File: src/rtl/qpf_pkg.sv
package qpf_pkg;

    // default build of the chain
    localparam int DEF_WINDOW_LEN  = 30;
    localparam int DEF_SAMPLE_BITS = 16;

    // words held between the front and the back
    localparam int QUEUE_DEPTH = 4;

    // headroom of the low-pass input term over the sample width
    localparam int LQ_EXTRA = 2;

    // fill state of the queue as seen by both sides
    typedef struct packed {
        logic full;
        logic empty;
    } q_status_t;

endpackage

File: src/rtl/qpf_queue.sv
module qpf_queue #(
    parameter int DATA_W = 18
) (
    input  logic                clk,
    input  logic                rst_n,
    input  logic                push,
    input  logic [DATA_W-1:0]   push_data,
    input  logic                pop,
    output logic [DATA_W-1:0]   head,
    output qpf_pkg::q_status_t  q_status
);
    import qpf_pkg::*;

    localparam int PTR_W = (QUEUE_DEPTH > 1) ? $clog2(QUEUE_DEPTH) : 1;
    localparam int CNT_W = PTR_W + 1;

    logic [DATA_W-1:0] entry_reg [QUEUE_DEPTH];
    logic [PTR_W-1:0]  wr_ptr_reg;
    logic [PTR_W-1:0]  rd_ptr_reg;
    logic [CNT_W-1:0]  count_reg;
    logic [CNT_W-1:0]  count_next;

    assign head           = entry_reg[rd_ptr_reg];
    assign q_status.full  = (count_reg == CNT_W'(QUEUE_DEPTH));
    assign q_status.empty = (count_reg == '0);

    // fill count
    always_comb
    begin
        count_next = count_reg;
        if (push && !pop)
        begin
            count_next = count_reg + 1'b1;
        end
        else if (pop && !push)
        begin
            count_next = count_reg - 1'b1;
        end
    end

    // pointers
    always_ff @(posedge clk or negedge rst_n)
    begin
        if (!rst_n)
        begin
            wr_ptr_reg <= '0;
            rd_ptr_reg <= '0;
            count_reg  <= '0;
        end
        else
        begin
            count_reg <= count_next;
            if (push)
            begin
                wr_ptr_reg <= (wr_ptr_reg == PTR_W'(QUEUE_DEPTH-1)) ? '0
                                                                     : wr_ptr_reg + 1'b1;
            end
            if (pop)
            begin
                rd_ptr_reg <= (rd_ptr_reg == PTR_W'(QUEUE_DEPTH-1)) ? '0
                                                                     : rd_ptr_reg + 1'b1;
            end
        end
    end

    // storage
    always_ff @(posedge clk)
    begin
        if (push)
        begin
            entry_reg[wr_ptr_reg] <= push_data;
        end
    end

endmodule

File: config.mk
export PLATFORM = sky130hd
export DESIGN_NAME = qpf_queue
export DESIGN_NICKNAME = d
export VERILOG_FILES = /design/src/rtl/qpf_pkg.sv /design/src/rtl/qpf_queue.sv
export SDC_FILE = /design/constraint.sdc
export NUM_CORES = 1
export LEC_CHECK = 0
export BUFFER_PORTS_ARGS = -buffer_cell sky130_fd_sc_hd__buf_4
export CAP_MARGIN = 10
export CORE_MARGIN = 3
export CORE_UTILIZATION = 60
export CTS_BUF_LIST = sky130_fd_sc_hd__clkbuf_4 sky130_fd_sc_hd__clkbuf_8 sky130_fd_sc_hd__clkbuf_16
export CTS_CLUSTER_DIAMETER = 80
export DETAILED_ROUTE_END_ITERATION = 10
export PLACE_DENSITY = 0.93
export REMOVE_ABC_BUFFERS = 1
export SYNTH_ARGS = -nofsm -noshare
export SYNTH_HDL_FRONTEND = slang
export SYNTH_SLANG_ARGS = --single-unit
File: constraint.sdc
create_clock -name clk -period 4.72 [get_ports clk]
set_input_delay 1.416 -clock clk [delete_from_list [all_inputs] [get_ports clk]]
set_output_delay 1.416 -clock clk [all_outputs]
set_load 0.01 [all_outputs]
==> results.json <==
{
  "status": "completed",
  "synth_flop_cell": "edfxtp_1",
  "synth_warnings": 0,
  "vias": 1401,
  "firstDrtPassIters": 4,
  "max_slew_margin": 0.381,
  "cts_hold_buf": 0,
  "die_y_um": 76.9,
  "cts_setup_buffers": 0,
  "fmax_mhz": 292,
  "grt_pass1_vias": 1533,
  "setup_viol": 0,
  "tritoncts": "yes",
  "power_leakage_nw": 1.27,
  "nets": 209,
  "fillCellCount": 281,
  "met3_usage": 0.0587,
  "worstSetupPathType": "flop to output pin",
  "hold_violations": 0,
  "crit_slowest_cell": "dfrtp_1",
  "port-buffer-count": 41,
  "yosysUniqueCellTypes": 20,
  "drive_above_1_share": 0.411,
  "area_growth_pct": 17.4,
  "multi_input_area_um2": 622,
  "clk_pin_slew_ns": 0.07,
  "start_util": 0.630,
  "final_common_cell": "edfxtp_1",
  "reg2reg_slack_ns": 2.91,
  "crit_top_cell": "buf_4",
  "max-cap-violations": 0,
  "grt_pass1_wl_um": 7790,
  "crit_arrival_ns": 2.01,
  "seq_area_mm2": 0.00234,
  "grt_util_met1": 0.240,
  "row_count": 25,
  "ctsResizeCount": 0,
  "io_pins": 42,
  "avgSynthCellArea_um2": 23.0,
  "hold_path.class": "flop to flop",
  "ir_worst_vdd_uv": 335,
  "viasPerCell": 5.56,
  "worst_pin_slew_ns": 0.929,
  "cpPeakStageDelay_ns": 0.60,
  "synth_edf_count": 72,
  "skew_ns": 0.00483,
  "drt_wl_total_um": 4800,
  "clock-root-buffer": "clkbuf_8",
  "busiest_layer": "met2",
  "endpoint_kind": "output pin",
  "track_usage": 0.177,
  "coreArea_mm2": 0.00479,
  "clkLatencyLatePin_ns": 0.32,
  "crit_fanout": 13,
  "power_density_mw_per_mm2": 562,
  "overflow": 0,
  "fin_crit_ns": 3.43,
  "worstPathCellList": "buf_4 -> mux4_2 -> buf_4",
  "wire_per_inst_um": 19.0,
  "die_w_um": 76.9,
  "final.setup.tns_ns": 0,
  "place_congestion": 0.706,
  "numClockSinks": 79,
  "synth-async-reset-ratio": 0.0886,
  "synth_area_mm2": 0.00301,
  "grt_max_degree": 21,
  "seq_area_frac_synth": 0.776,
  "diodes": 0,
  "layout_common_cells": "edfxtp_1, buf_4, mux4_2, clkbuf_8, dfrtp_1",
  "worstSetupStartpointType": "flop",
  "cts_htree_levels": 3,
  "dp_hpwl_um": 3260,
  "cts_inserted_buffers": 9,
  "grt_use_met2": 0.277,
  "largest_reg_flops": 72,
  "syn_inst": 131,
  "period_share": 0.726,
  "clock_path_buffers": 2,
  "route.detailed.drc": 0,
  "drt_iter0_drc": 84,
  "power.total_w": 0.00199,
  "required_ns": 3.30,
  "ant_nets": 0,
  "maxSlewViolCount": 0,
  "rsz0062_at_grt": "no",
  "die_area_mm2": 0.00591,
  "synth-seq-cells": 79,
  "antenna_found_initial": 0
}
-- synthesized netlist by cell type, drive strengths merged, types with 2 or more instances --
cell type  number  area (um^2)
inv             5         18.8
buf             4         35.0
mux4           18          405
dfrtp           7          175
nor3            2         10.0
mux2            2         22.5
and2            4         25.0
ha              6         75.1
edfxtp         72         2160
o21ai           2         10.0
xor2            2         17.5
-- stage by stage --
step	setup slack [ns]	hold slack, ns	std cells	instance area (um^2)	util
floorplan	1.71	0.456	127	2980	-
global placement	1.66	0.471	236	3380	0.706
detailed placement	1.62	0.491	236	3380	0.706
CTS	1.25	0.501	252	3540	0.739
global route	1.17	0.537	252	3540	0.739
finish	1.29	0.507	252	3540	0.739
-- area by class of cell --
cell class | instances | area share
flip-flops and latches | 79 | 0.661
multi-input cells | 43 | 0.176
repair buffers | 42 | 0.0892
clock buffers | 10 | 0.0372
well taps | 67 | 0.0237
clock inverters | 6 | 0.00778
inverters | 5 | 0.00531
-- where the power goes --
group	switching (W)	internal, W
clock network	0.000217	0.000190
logic	0.000256	0.000324
registers	0.0000918	0.000907
-- worst max-delay path, delay by kind of cell (launching register included) --
family | cells | cell delay, ns
muxes | 1 | 0.56
buffers and inverters | 2 | 0.52
DFF | 1 | 0.60
-- per-layer routing --
metal / routed length (um) / vias up
li1: - / 626
met1: 1990 / 717
met2: 2480 / 54
met3: 304 / 4
met4: 19 / 0
met5: 0 / -
-- cells by family (layout without fill, tap and decap cells) --
group	count (synthesis)	in the layout	share of synthesized area
flops	79	79	0.776
xor+xnor	3	3	0.00872
mux	20	20	0.142
buf+inv	9	63	0.0179
simple gates	10	10	0.0183
compound gates	3	3	0.00582
fa+ha+maj	7	7	0.0316
-- path summary, 6_finish.rpt --
check	startpoint	endpoint	cells past startpoint
max reg2reg	wr_ptr_reg[0]$_DFFE_PN0P_	entry_reg[0][0]$_DFFE_PP_	3
max	rd_ptr_reg[0]$_DFFE_PN0P_	head[2]	3
min	count_reg[2]$_DFFE_PN0P_	count_reg[2]$_DFFE_PN0P_	1
min reg2reg	count_reg[2]$_DFFE_PN0P_	count_reg[2]$_DFFE_PN0P_	1
min in group asynchronous	rst_n	count_reg[2]$_DFFE_PN0P_	1
max in group asynchronous	rst_n	rd_ptr_reg[0]$_DFFE_PN0P_	1
No activity file was read; power rests on OpenSTA's default activity.
