## config.mk

```make
export PLATFORM = sky130hd
export DESIGN_NAME = qpf_front
export DESIGN_NICKNAME = d
export VERILOG_FILES = /design/src/rtl/qpf_pkg.sv /design/src/rtl/qpf_front.sv
export SDC_FILE = /design/constraint.sdc
export NUM_CORES = 1
export LEC_CHECK = 0
export BUFFER_PORTS_ARGS = -buffer_cell sky130_fd_sc_hd__buf_2
export CAP_MARGIN = 10
export CORE_MARGIN = 4
export CORE_UTILIZATION = 35
export DETAILED_ROUTE_END_ITERATION = 16
export GPL_TIMING_DRIVEN = 0
export SLEW_MARGIN = 15
export SYNTH_ARGS = -nofsm -noshare
export SYNTH_HDL_FRONTEND = slang
export SYNTH_SLANG_ARGS = --single-unit
```

## constraint.sdc

```tcl
create_clock -name clk -period 9.2 [get_ports clk]
set_input_delay 1.84 -clock clk [delete_from_list [all_inputs] [get_ports clk]]
set_output_delay 1.84 -clock clk [all_outputs]
set_load 0.01 [all_outputs]
```

## src/rtl/qpf_pkg.sv

```systemverilog
package qpf_pkg;

    // default build of the chain
    localparam int DEF_WINDOW_LEN  = 30;
    localparam int DEF_SAMPLE_BITS = 16;

    // words held between the front and the back
    localparam int QUEUE_DEPTH = 4;

    // headroom of the low-pass input term over the sample width
    localparam int LQ_EXTRA = 2;

    // fill state of the queue as seen by both sides
    typedef struct packed {
        logic full;
        logic empty;
    } q_status_t;

endpackage

```

## src/rtl/qpf_front.sv

```systemverilog
module qpf_front #(
    parameter int SAMPLE_BITS = 16,
    parameter int LQ_W        = 18
) (
    input  logic                          clk,
    input  logic                          rst_n,
    input  logic                          in_valid,
    output logic                          in_stall,
    input  logic signed [SAMPLE_BITS-1:0] raw_sample,
    input  qpf_pkg::q_status_t            q_status,
    output logic                          push,
    output logic signed [LQ_W-1:0]        push_data
);
    import qpf_pkg::*;

    localparam int HIST = 12;

    logic signed [SAMPLE_BITS-1:0] rh_reg [HIST];
    logic signed [LQ_W-1:0]        x_ext;
    logic signed [LQ_W-1:0]        rh5_ext;
    logic signed [LQ_W-1:0]        rh11_ext;
    logic signed [LQ_W-1:0]        lq_sum;
    logic signed [LQ_W-1:0]        lq_bias;

    // take a word whenever the queue has room
    assign in_stall = q_status.full;
    assign push     = in_valid && !q_status.full;

    // x - 2*x6 + x12, then divide by 32 toward zero
    assign x_ext    = {{(LQ_W-SAMPLE_BITS){raw_sample[SAMPLE_BITS-1]}}, raw_sample};
    assign rh5_ext  = {{(LQ_W-SAMPLE_BITS){rh_reg[5][SAMPLE_BITS-1]}}, rh_reg[5]};
    assign rh11_ext = {{(LQ_W-SAMPLE_BITS){rh_reg[11][SAMPLE_BITS-1]}}, rh_reg[11]};
    assign lq_sum   = x_ext - (rh5_ext <<< 1) + rh11_ext;
    assign lq_bias  = {{(LQ_W-5){1'b0}}, {5{lq_sum[LQ_W-1]}}};
    assign push_data = (lq_sum + lq_bias) >>> 5;

    // raw sample delay line
    always_ff @(posedge clk or negedge rst_n)
    begin
        if (!rst_n)
        begin
            for (int i = 0; i < HIST; i++)
            begin
                rh_reg[i] <= '0;
            end
        end
        else if (push)
        begin
            for (int i = HIST-1; i > 0; i--)
            begin
                rh_reg[i] <= rh_reg[i-1];
            end
            rh_reg[0] <= raw_sample;
        end
    end

endmodule

```

==> flow_summary.json, run 1 <==
{
  "fin_crit_ns": 8.13,
  "areaGrowthSynthToFinish_pct": 14.3,
  "power_frac_comb_pct": 38.6,
  "wl_mm": 20.2,
  "gp_congestion": 0.848,
  "setup_violations": 0,
  "ir_worst_vdd_mv": 0.223,
  "grt_pass1_wl_mm": 33.7,
  "cp_max_fo": 7,
  "fin_skew_ns": 0.0113,
  "core_sq_um": 24600,
  "criticalPathCategory": "input pin to output pin",
  "rsz0062_at_grt": "false",
  "p_leak_nw": 5.40,
  "synthCells": 1013,
  "first_iter_violations": 509,
  "maxCapViolCount": 0,
  "outcome": "finished clean",
  "ys_warn_count": 0,
  "num_vias": 6408,
  "syn_area_sq_um": 8840,
  "nFillCells": 2456,
  "io_buffer_count": 39,
  "final_max_slew_viol_count": 0,
  "htreeDepth": 4,
  "avgSynthCellArea_sq_um": 8.72,
  "ys.flop_type": "dfrtp_1",
  "reg2reg_slack_ns": 8.43,
  "dp_cells": 1377,
  "synthesis.nets": 1068,
  "sw_frac_of_total_pct": 36.5,
  "final-hold-violation-count": 0,
  "hpwlAfterDp_mm": 15.1,
  "io_pins": 41,
  "pwr-share-seq_pct": 36.3,
  "synth_top_area_share_pct": 54.4,
  "clk_latency_ns": 0.43,
  "grt-ovfl-total": 0,
  "path_clk_slew_ns": 0.07,
  "async_reset_ff_share_pct": 100,
  "switchingPower_mw": 1.13,
  "p_int_mw": 1.97,
  "yosysTopAreaCell": "dfrtp_1",
  "largest_register_ffs": 160,
  "clockBufferDepth": 2,
  "diodes": 0,
  "grt_pass1_vias": 6442,
  "clkSinkCount": 192,
  "drive_gt1_share_pct": 8.85,
  "start_kind": "input pin",
  "hold_path_class": "register to register",
  "setup_tns_ns": 0,
  "numCtsBuffers": 17,
  "die_y_um": 167,
  "ys_ff_latch": 192,
  "grt.total_usage_pct": 15.0,
  "viasPerCell": 4.55,
  "tightest_slew_ns": 0.757,
  "die_w_um": 167,
  "final.period_utilization_pct": 88.4,
  "die_area_sq_um": 27900,
  "seq_area_frac_synth_pct": 54.4,
  "cts_tree": "yes",
  "synth.area.top_cells": "dfrtp_1 54%, nand2_1 22%, fa_1 3.6%, inv_1 2.8%, ha_1 2.5%",
  "clockRootBuffer": "clkbuf_16",
  "drc": 0,
  "firstDrtPassIters": 5,
  "stdcell_count": 1409,
  "synth_edf_count": 0,
  "cts_resized": 0,
  "wl_per_cell_um": 14.3,
  "power_density_nw_per_um2": 306,
  "cp_data_arrival_time_ns": 6.29,
  "initial_utilization_pct": 35.9,
  "crit_path_end_kind": "output pin",
  "worstPathRequired_ns": 7.36,
  "grt_start_max_net_pins": 105,
  "clkPwrFrac_pct": 25.1,
  "cts_setup_buffers": 0,
  "synth.distinct_cells": 55,
  "relSlewSlack_pct": 49.6,
  "antenna_found_initial": 0,
  "rows": 57,
  "max_freq_mhz": 123,
  "ctsHoldBuffers": 0,
  "nNetsFinal": 1127,
  "drtAntennaViolNets": 0
}
-- power groups by stage --
stage	clock, mW	combinational [mW]	sequential, mW
global route	0.824	1.37	1.14
finish	0.777	1.20	1.12
floorplan	0	0.906	1.09
global placement	0	1.19	1.13
CTS	0.790	1.21	1.12
detailed placement	0	1.21	1.14
-- per-layer routing --
layer / track usage (%) / routed length, um / share of wire, %
met1: 21.3 / 10100 / 50
met2: 23.8 / 9220 / 46
met3: 2.28 / 481 / 2.4
met4: 4.77 / 358 / 1.8
met5: 0 / 0 / 0
-- cell usage in the layout (no fill, tap or decap), types with 2 or more instances in the layout --
| cell type | instances |
|---|---|
| nand2_1 | 522 |
| dfrtp_1 | 192 |
| inv_1 | 65 |
| buf_2 | 39 |
| clkbuf_1 | 38 |
| o21ai_0 | 37 |
| ha_1 | 18 |
| clkbuf_16 | 17 |
| a21oi_1 | 16 |
| fa_1 | 16 |
| xnor2_1 | 15 |
| nor2_1 | 13 |
| xor2_1 | 7 |
| nand2b_1 | 6 |
| nor3_1 | 6 |
| buf_4 | 6 |
| inv_6 | 6 |
| nand3_1 | 4 |
| a21o_1 | 4 |
| buf_1 | 4 |
| o21ai_1 | 3 |
| bufinv_16 | 3 |
| nand4_1 | 2 |
| and4_4 | 2 |
| nor2b_1 | 2 |
| mux2i_1 | 2 |
| clkbuf_8 | 2 |
| clkinvlp_4 | 2 |
-- path summary, 6_finish.rpt --
kind | startpoint | to | cells after the start
min | rh_reg[116]$_DFFE_PN0P_ | rh5_ext[4]$_DFFE_PN0P_ | 2
max reg2reg | rh5_ext[0]$_DFFE_PN0P_ | rh5_ext[0]$_DFFE_PN0P_ | 2
max in group asynchronous | rst_n | rh_reg[21]$_DFFE_PN0P_ | 2
max | raw_sample[10] | push_data[16] | 22
min in group asynchronous | rst_n | rh_reg[144]$_DFFE_PN0P_ | 1
min reg2reg | rh_reg[116]$_DFFE_PN0P_ | rh5_ext[4]$_DFFE_PN0P_ | 2
-- cells by family (layout without fill, tap and decap cells) --
logic type,Yosys count,after routing,synth area share (%)
compound gates,77,77,5.51
xor+xnor,24,24,2.55
fa+ha+maj,34,34,6.17
buf+inv,114,186,5.11
flops,192,192,54.4
mux,2,2,0.227
simple gates,570,570,26.1
-- critical path, cell delays in order --
cell and delay (ns):
buf_2 0.08, inv_1 0.08, fa_1 0.55, inv_1 0.04, ha_1 0.38, a21oi_2 0.09
o21ai_1 0.25, or2b_1 0.31, and4_4 0.17, nor2_1 0.17, inv_1 0.10, ha_1 0.28
a221oi_1 0.06, o21ai_0 0.11, a221o_1 0.20, o311ai_4 0.15, nor3b_4 0.41, nand4_4 0.19
nor4_4 0.25, xnor2_1 0.28, buf_4 0.18, buf_2 0.12
-- through the flow --
step	total power, mW	utilization [%]	hold slack, ns	area [sq um]	worst slack [ns]
after floorplan	1.99	-	0.439	8840	1.64
after detailed placement	2.34	38.5	0.448	9480	1.01
after global placement	2.32	38.4	0.446	9440	1.09
after global routing	3.33	41.0	0.482	10100	0.722
after CTS	3.12	41.0	0.463	10100	1.02
final	3.09	41.0	0.465	10100	1.07
-- synth_stat cells, types with 2 or more instances --
cell,count
nand2_1,522
dfrtp_1,192
inv_1,65
clkbuf_1,38
o21ai_0,37
ha_1,18
a21oi_1,16
fa_1,16
xnor2_1,15
nor2_1,13
xor2_1,7
buf_4,6
nand2b_1,6
nor3_1,6
a21o_1,4
buf_1,4
nand3_1,4
o21ai_1,3
and4_4,2
mux2i_1,2
nand4_1,2
nor2b_1,2
-- cell type report --
type	instances	area [sq um]	share of cell area (%)
Sequential cell	192	4800	47.6
Multi-Input combinational cell	707	3580	35.5
Clock buffer	19	453	4.48
Tap cell	324	405	4.01
Inverter	65	244	2.42
Timing Repair Buffer	40	233	2.30
Buffer	49	208	2.06
Clock inverter	13	171	1.70
Note: power is estimated with default switching activity, not from simulation.
==> run 2, diff against run 1 <==
Settings changed: GPL_TIMING_DRIVEN 0 to 1.
==> flow_summary.json, run 2 (synthesized netlist as in run 1, its figures left out) <==
{
  "grt_pass1_wl_mm": 28.7,
  "final_common_cell": "nand2_1",
  "drc": 0,
  "p_leak_nw": 5.31,
  "fin_skew_ns": 0.00672,
  "tightest_slew_ns": 1.00,
  "cp_slowest_cell": "fa_1",
  "clkSinkCount": 192,
  "viasPerCell": 4.48,
  "wl_per_cell_um": 11.8,
  "critical-path-top-delay-family": "compound AO/OA/AOI/OAI gates",
  "setup_tns_ns": 0,
  "p_int_mw": 1.86,
  "core_sq_um": 24600,
  "setup_violations": 0,
  "final_max_slew_viol_count": 0,
  "crit_path_end_kind": "output pin",
  "io_buffer_count": 39,
  "wl_mm": 16.0,
  "grt_pass1_vias": 5885,
  "io_pins": 41,
  "sw_frac_of_total_pct": 37.2,
  "firstDrtPassIters": 4,
  "grt.total_usage_pct": 12.1,
  "power_frac_comb_pct": 38.9,
  "die_area_sq_um": 27900,
  "num_vias": 6106,
  "clk_latency_ns": 0.43,
  "rsz0062_at_grt": "false",
  "final_cell_mix": "522 x nand2_1, 192 x dfrtp_1, 64 x inv_1, 38 x buf_2, 37 x o21ai_0",
  "path_buf_inv": 5,
  "hold_slack_ns": 0.462,
  "die_y_um": 167,
  "rows": 57,
  "path_cells": "buf_2 -> inv_1 -> fa_1 -> inv_1 -> ha_1 -> a21oi_1 -> o21ai_0 -> a21oi_1 -> a31oi_2 -> nor2_1 -> inv_1 -> ha_1 -> a221oi_1 -> o21ai_0 -> a221o_1 -> o311ai_4 -> nor3b_4 -> nand4_4 -> nor4_4 -> xnor2_1 -> buf_2",
  "numCtsBuffers": 17,
  "areaGrowthSynthToFinish_pct": 11.5,
  "pre_cts_slack_ns": 1.32,
  "relSlewSlack_pct": 33.0,
  "maxCapViolCount": 0,
  "drtAntennaViolNets": 0,
  "nNetsFinal": 1081,
  "cts_setup_buffers": 0,
  "cts_resized": 0,
  "gp_congestion": 0.814,
  "outcome": "finished clean",
  "largest_register_ffs": 160,
  "path_clk_slew_ns": 0.07,
  "power_density_nw_per_um2": 300,
  "ir_worst_vdd_mv": 0.262,
  "fin_crit_ns": 7.84,
  "grt_busiest_layer": "met2",
  "initial_utilization_pct": 35.9,
  "switchingPower_mw": 1.10,
  "start_kind": "input pin",
  "first_iter_violations": 528,
  "grt-ovfl-total": 0,
  "max_stage_delay_ns": 0.54,
  "drive_gt1_share_pct": 9.05,
  "die_w_um": 167,
  "antenna_found_initial": 0,
  "criticalPathCategory": "input pin to output pin",
  "diodes": 0,
  "ctsHoldBuffers": 0,
  "clockBufferDepth": 2,
  "setup_ws_ns": 1.36,
  "path_common_cell": "inv_1",
  "grt_start_max_net_pins": 125,
  "clockRootBuffer": "clkbuf_16",
  "max_freq_mhz": 127,
  "cts_tree": "yes",
  "htreeDepth": 4,
  "final_util_pct": 40.1,
  "cp_max_fo": 7,
  "hpwlAfterDp_mm": 10.1,
  "final-hold-violation-count": 0,
  "grt_use_met2_pct": 18.4,
  "cp_data_arrival_time_ns": 6.00,
  "gr-usage-met1_pct": 17.5,
  "clkPwrFrac_pct": 24.1,
  "met3_usage_pct": 2.54,
  "worstPathRequired_ns": 7.36,
  "hold_path_class": "register to register",
  "pwr-share-seq_pct": 37.0,
  "final.period_utilization_pct": 85.3
}
-- run 2: cell types whose count changed in the layout (fill, tap and decap cells not counted), moves of 2 or more --
cell,change
buf_1,-4
buf_4,-2
bufinv_16,-3
clkbuf_1,-38
clkinv_4,+3
inv_8,+2
-- run 2: area by class of cell --
cell class	instances	area, sq um
fillers	2490	14700
flip-flops and latches	192	4800
multi-input cells	707	3590
clock buffers	19	453
well taps	324	405
inverters	65	249
repair buffers	43	234
clock inverters	13	121
-- run 2: stage by stage --
step                instance area (sq um)  total power, mW  instances
detailed placement                   9280             2.27       1331
global placement                     9280             2.24       1331
CTS                                  9860             3.00       1363
floorplan                            8840             1.99       1013
finish                               9860             2.96       1363
global route                         9860             3.20       1363
-- run 2: power by group through the flow --
stage / clock network, mW / logic (mW) / registers [mW]
floorplan: 0 / 0.906 / 1.09
global placement: 0 / 1.14 / 1.11
detailed placement: 0 / 1.16 / 1.11
CTS: 0.737 / 1.17 / 1.09
global route: 0.768 / 1.32 / 1.12
finish: 0.712 / 1.15 / 1.09
-- run 2: per-layer routing --
| metal | up-vias | wire length (um) | share of wire [%] |
|---|---|---|---|
| li1 | 3142 | - | - |
| met1 | 2884 | 8190 | 51 |
| met2 | 65 | 7120 | 44 |
| met3 | 15 | 491 | 3.1 |
| met4 | 0 | 219 | 1.4 |
| met5 | - | 0 | 0 |
-- run 2: worst min-delay path: stages (launching register included) --
cell and delay, ns:
dfrtp_1 0.34, nand2_1 0.05, nand2_1 0.05
-- run 2: final timing paths --
| path | startpoint | end | slack (ns) | cells after the start |
|---|---|---|---|---|
| setup / recovery | raw_sample[6] | push_data[16] | 1.36 | 21 |
| hold / removal | rh_reg[136]$_DFFE_PN0P_ | rh_reg[120]$_DFFE_PN0P_ | 0.46 | 2 |
| setup reg to reg | rh11_ext[15]$_DFFE_PN0P_ | rh11_ext[15]$_DFFE_PN0P_ | 8.46 | 2 |
| hold reg to reg | rh_reg[136]$_DFFE_PN0P_ | rh_reg[120]$_DFFE_PN0P_ | 0.46 | 2 |
| max in group asynchronous | rst_n | rh_reg[190]$_DFFE_PN0P_ | 6.10 | 2 |
| min in group asynchronous | rst_n | rh_reg[163]$_DFFE_PN0P_ | 1.51 | 1 |
==> run 3, diff against run 2 <==
Settings changed: CORE_ASPECT_RATIO set to 0.5.
==> flow_summary.json, run 3 (synthesized netlist as in run 1, its figures left out) <==
{
  "cp_max_fo": 7,
  "placed_area_sq_um": 9300,
  "hold_path_class": "register to register",
  "power_density_nw_per_um2": 306,
  "path_clk_slew_ns": 0.07,
  "setup_tns_ns": 0,
  "num_vias": 6219,
  "relSlewSlack_pct": 42.0,
  "clk_latency_ns": 0.44,
  "ir_worst_vdd_mv": 0.139,
  "die_w_um": 233,
  "pre_cts_slack_ns": 1.12,
  "grt_pass1_wl_mm": 29.5,
  "setup_ws_ns": 1.09,
  "gp_congestion": 0.851,
  "final-hold-violation-count": 0,
  "areaGrowthSynthToFinish_pct": 11.5,
  "final.period_utilization_pct": 88.1,
  "cp_data_arrival_time_ns": 6.27,
  "criticalPathCategory": "input pin to output pin",
  "diodes": 0,
  "largest_register_ffs": 160,
  "htreeDepth": 4,
  "die_y_um": 120,
  "crit_path_end_kind": "output pin",
  "max_freq_mhz": 123,
  "viasPerCell": 4.52,
  "setup_violations": 0,
  "final_util_pct": 40.3,
  "start_kind": "input pin",
  "grt_pass1_vias": 6020,
  "fin_skew_ns": 0.0104,
  "core_sq_um": 24400,
  "drive_gt1_share_pct": 9.04,
  "final_cell_mix": "522 x nand2_1, 192 x dfrtp_1, 64 x inv_1, 38 x buf_2, 37 x o21ai_0",
  "ctsHoldBuffers": 0,
  "grt.total_usage_pct": 12.9,
  "initial_utilization_pct": 36.2,
  "p_leak_nw": 5.29,
  "final_common_cell": "nand2_1",
  "drtAntennaViolNets": 0,
  "cts_tree": "yes",
  "io_buffer_count": 39,
  "outcome": "finished clean",
  "rows": 40,
  "grt_start_max_net_pins": 104,
  "io_pins": 41,
  "die_area_sq_um": 28000,
  "hpwlAfterDp_mm": 11.0,
  "rsz0062_at_grt": "false",
  "numCtsBuffers": 17,
  "fin_crit_ns": 8.11,
  "firstDrtPassIters": 5,
  "clkSinkCount": 192,
  "cts_resized": 0,
  "maxCapViolCount": 0,
  "wl_mm": 17.0,
  "clockRootBuffer": "clkbuf_16",
  "drc": 0,
  "worstPathRequired_ns": 7.36,
  "grt-ovfl-total": 0,
  "wl_per_cell_um": 12.3,
  "antenna_found_initial": 1,
  "fin_area_sq_um": 9850,
  "final_max_slew_viol_count": 0,
  "tightest_slew_ns": 0.871,
  "nNetsFinal": 1082,
  "first_iter_violations": 517,
  "clockBufferDepth": 2,
  "cts_setup_buffers": 0
}
-- run 3: cell types whose count changed in the layout (fill, tap and decap cells not counted) --
cell and change:
inv_8 -1, clkinv_4 -2, clkbuf_8 -1, clkinv_8 -1, clkinvlp_4 +4, clkbuf_1 +1, inv_6 -1, buf_4 +1
clkinv_2 +1
-- run 3: area by class of cell --
cell class                 instances  area, sq um
clock buffer                      19          443
clock inverter                    13          103
fill                            2448        14600
inverter                          65          249
multi-input combinational        707         3590
sequential                       192         4800
tap                              336          420
timing repair buffer              44          241
-- run 3: worst paths after layout --
| check | from | end | slack [ns] | cells after the start |
|---|---|---|---|---|
| worst max-delay path | raw_sample[10] | push_data[12] | 1.09 | 21 |
| worst min-delay path | rh_reg[136]$_DFFE_PN0P_ | rh_reg[120]$_DFFE_PN0P_ | 0.46 | 2 |
| worst max register to register | rh11_ext[15]$_DFFE_PN0P_ | rh11_ext[15]$_DFFE_PN0P_ | 8.46 | 2 |
| worst min register to register | rh_reg[136]$_DFFE_PN0P_ | rh_reg[120]$_DFFE_PN0P_ | 0.46 | 2 |
| max in group asynchronous | rst_n | rh11_ext[4]$_DFFE_PN0P_ | 6.50 | 2 |
| min in group asynchronous | rst_n | rh_reg[137]$_DFFE_PN0P_ | 1.40 | 1 |
-- run 3: where the power goes --
part           total (mW)  switching, mW  internal (mW)
sequential           1.10         0.0910           1.00
combinational        1.22          0.739          0.484
clock               0.694          0.338          0.357
-- run 3: per-stage QoR --
stage | power (mW) | std cells | hold WS [ns]
after floorplan | 1.99 | 1013 | 0.439
after global placement | 2.30 | 1344 | 0.445
after detailed placement | 2.34 | 1344 | 0.449
after CTS | 3.05 | 1376 | 0.463
after global routing | 3.22 | 1376 | 0.485
final | 3.01 | 1376 | 0.465
-- run 3: metal layers --
| metal | share of wire, % | GRT usage, % |
|---|---|---|
| met1 | 52 | 18.4 |
| met2 | 44 | 19.2 |
| met3 | 2.4 | 3.44 |
| met4 | 1.4 | 4.14 |
| met5 | 0 | 0 |
-- run 3: worst max-delay path: stages --
cell and delay, ns:
buf_2 0.08, inv_1 0.08, fa_1 0.56, inv_1 0.05, ha_1 0.39, a21oi_2 0.10
o21ai_1 0.25, or2b_1 0.29, and4_4 0.17, nor2_1 0.17, inv_1 0.08, ha_1 0.31
a221oi_1 0.27, o21ai_0 0.14, a221o_1 0.33, o311ai_4 0.13, nor3b_4 0.13, nand4_4 0.16
nor4_4 0.05, xnor2_1 0.46, buf_2 0.24
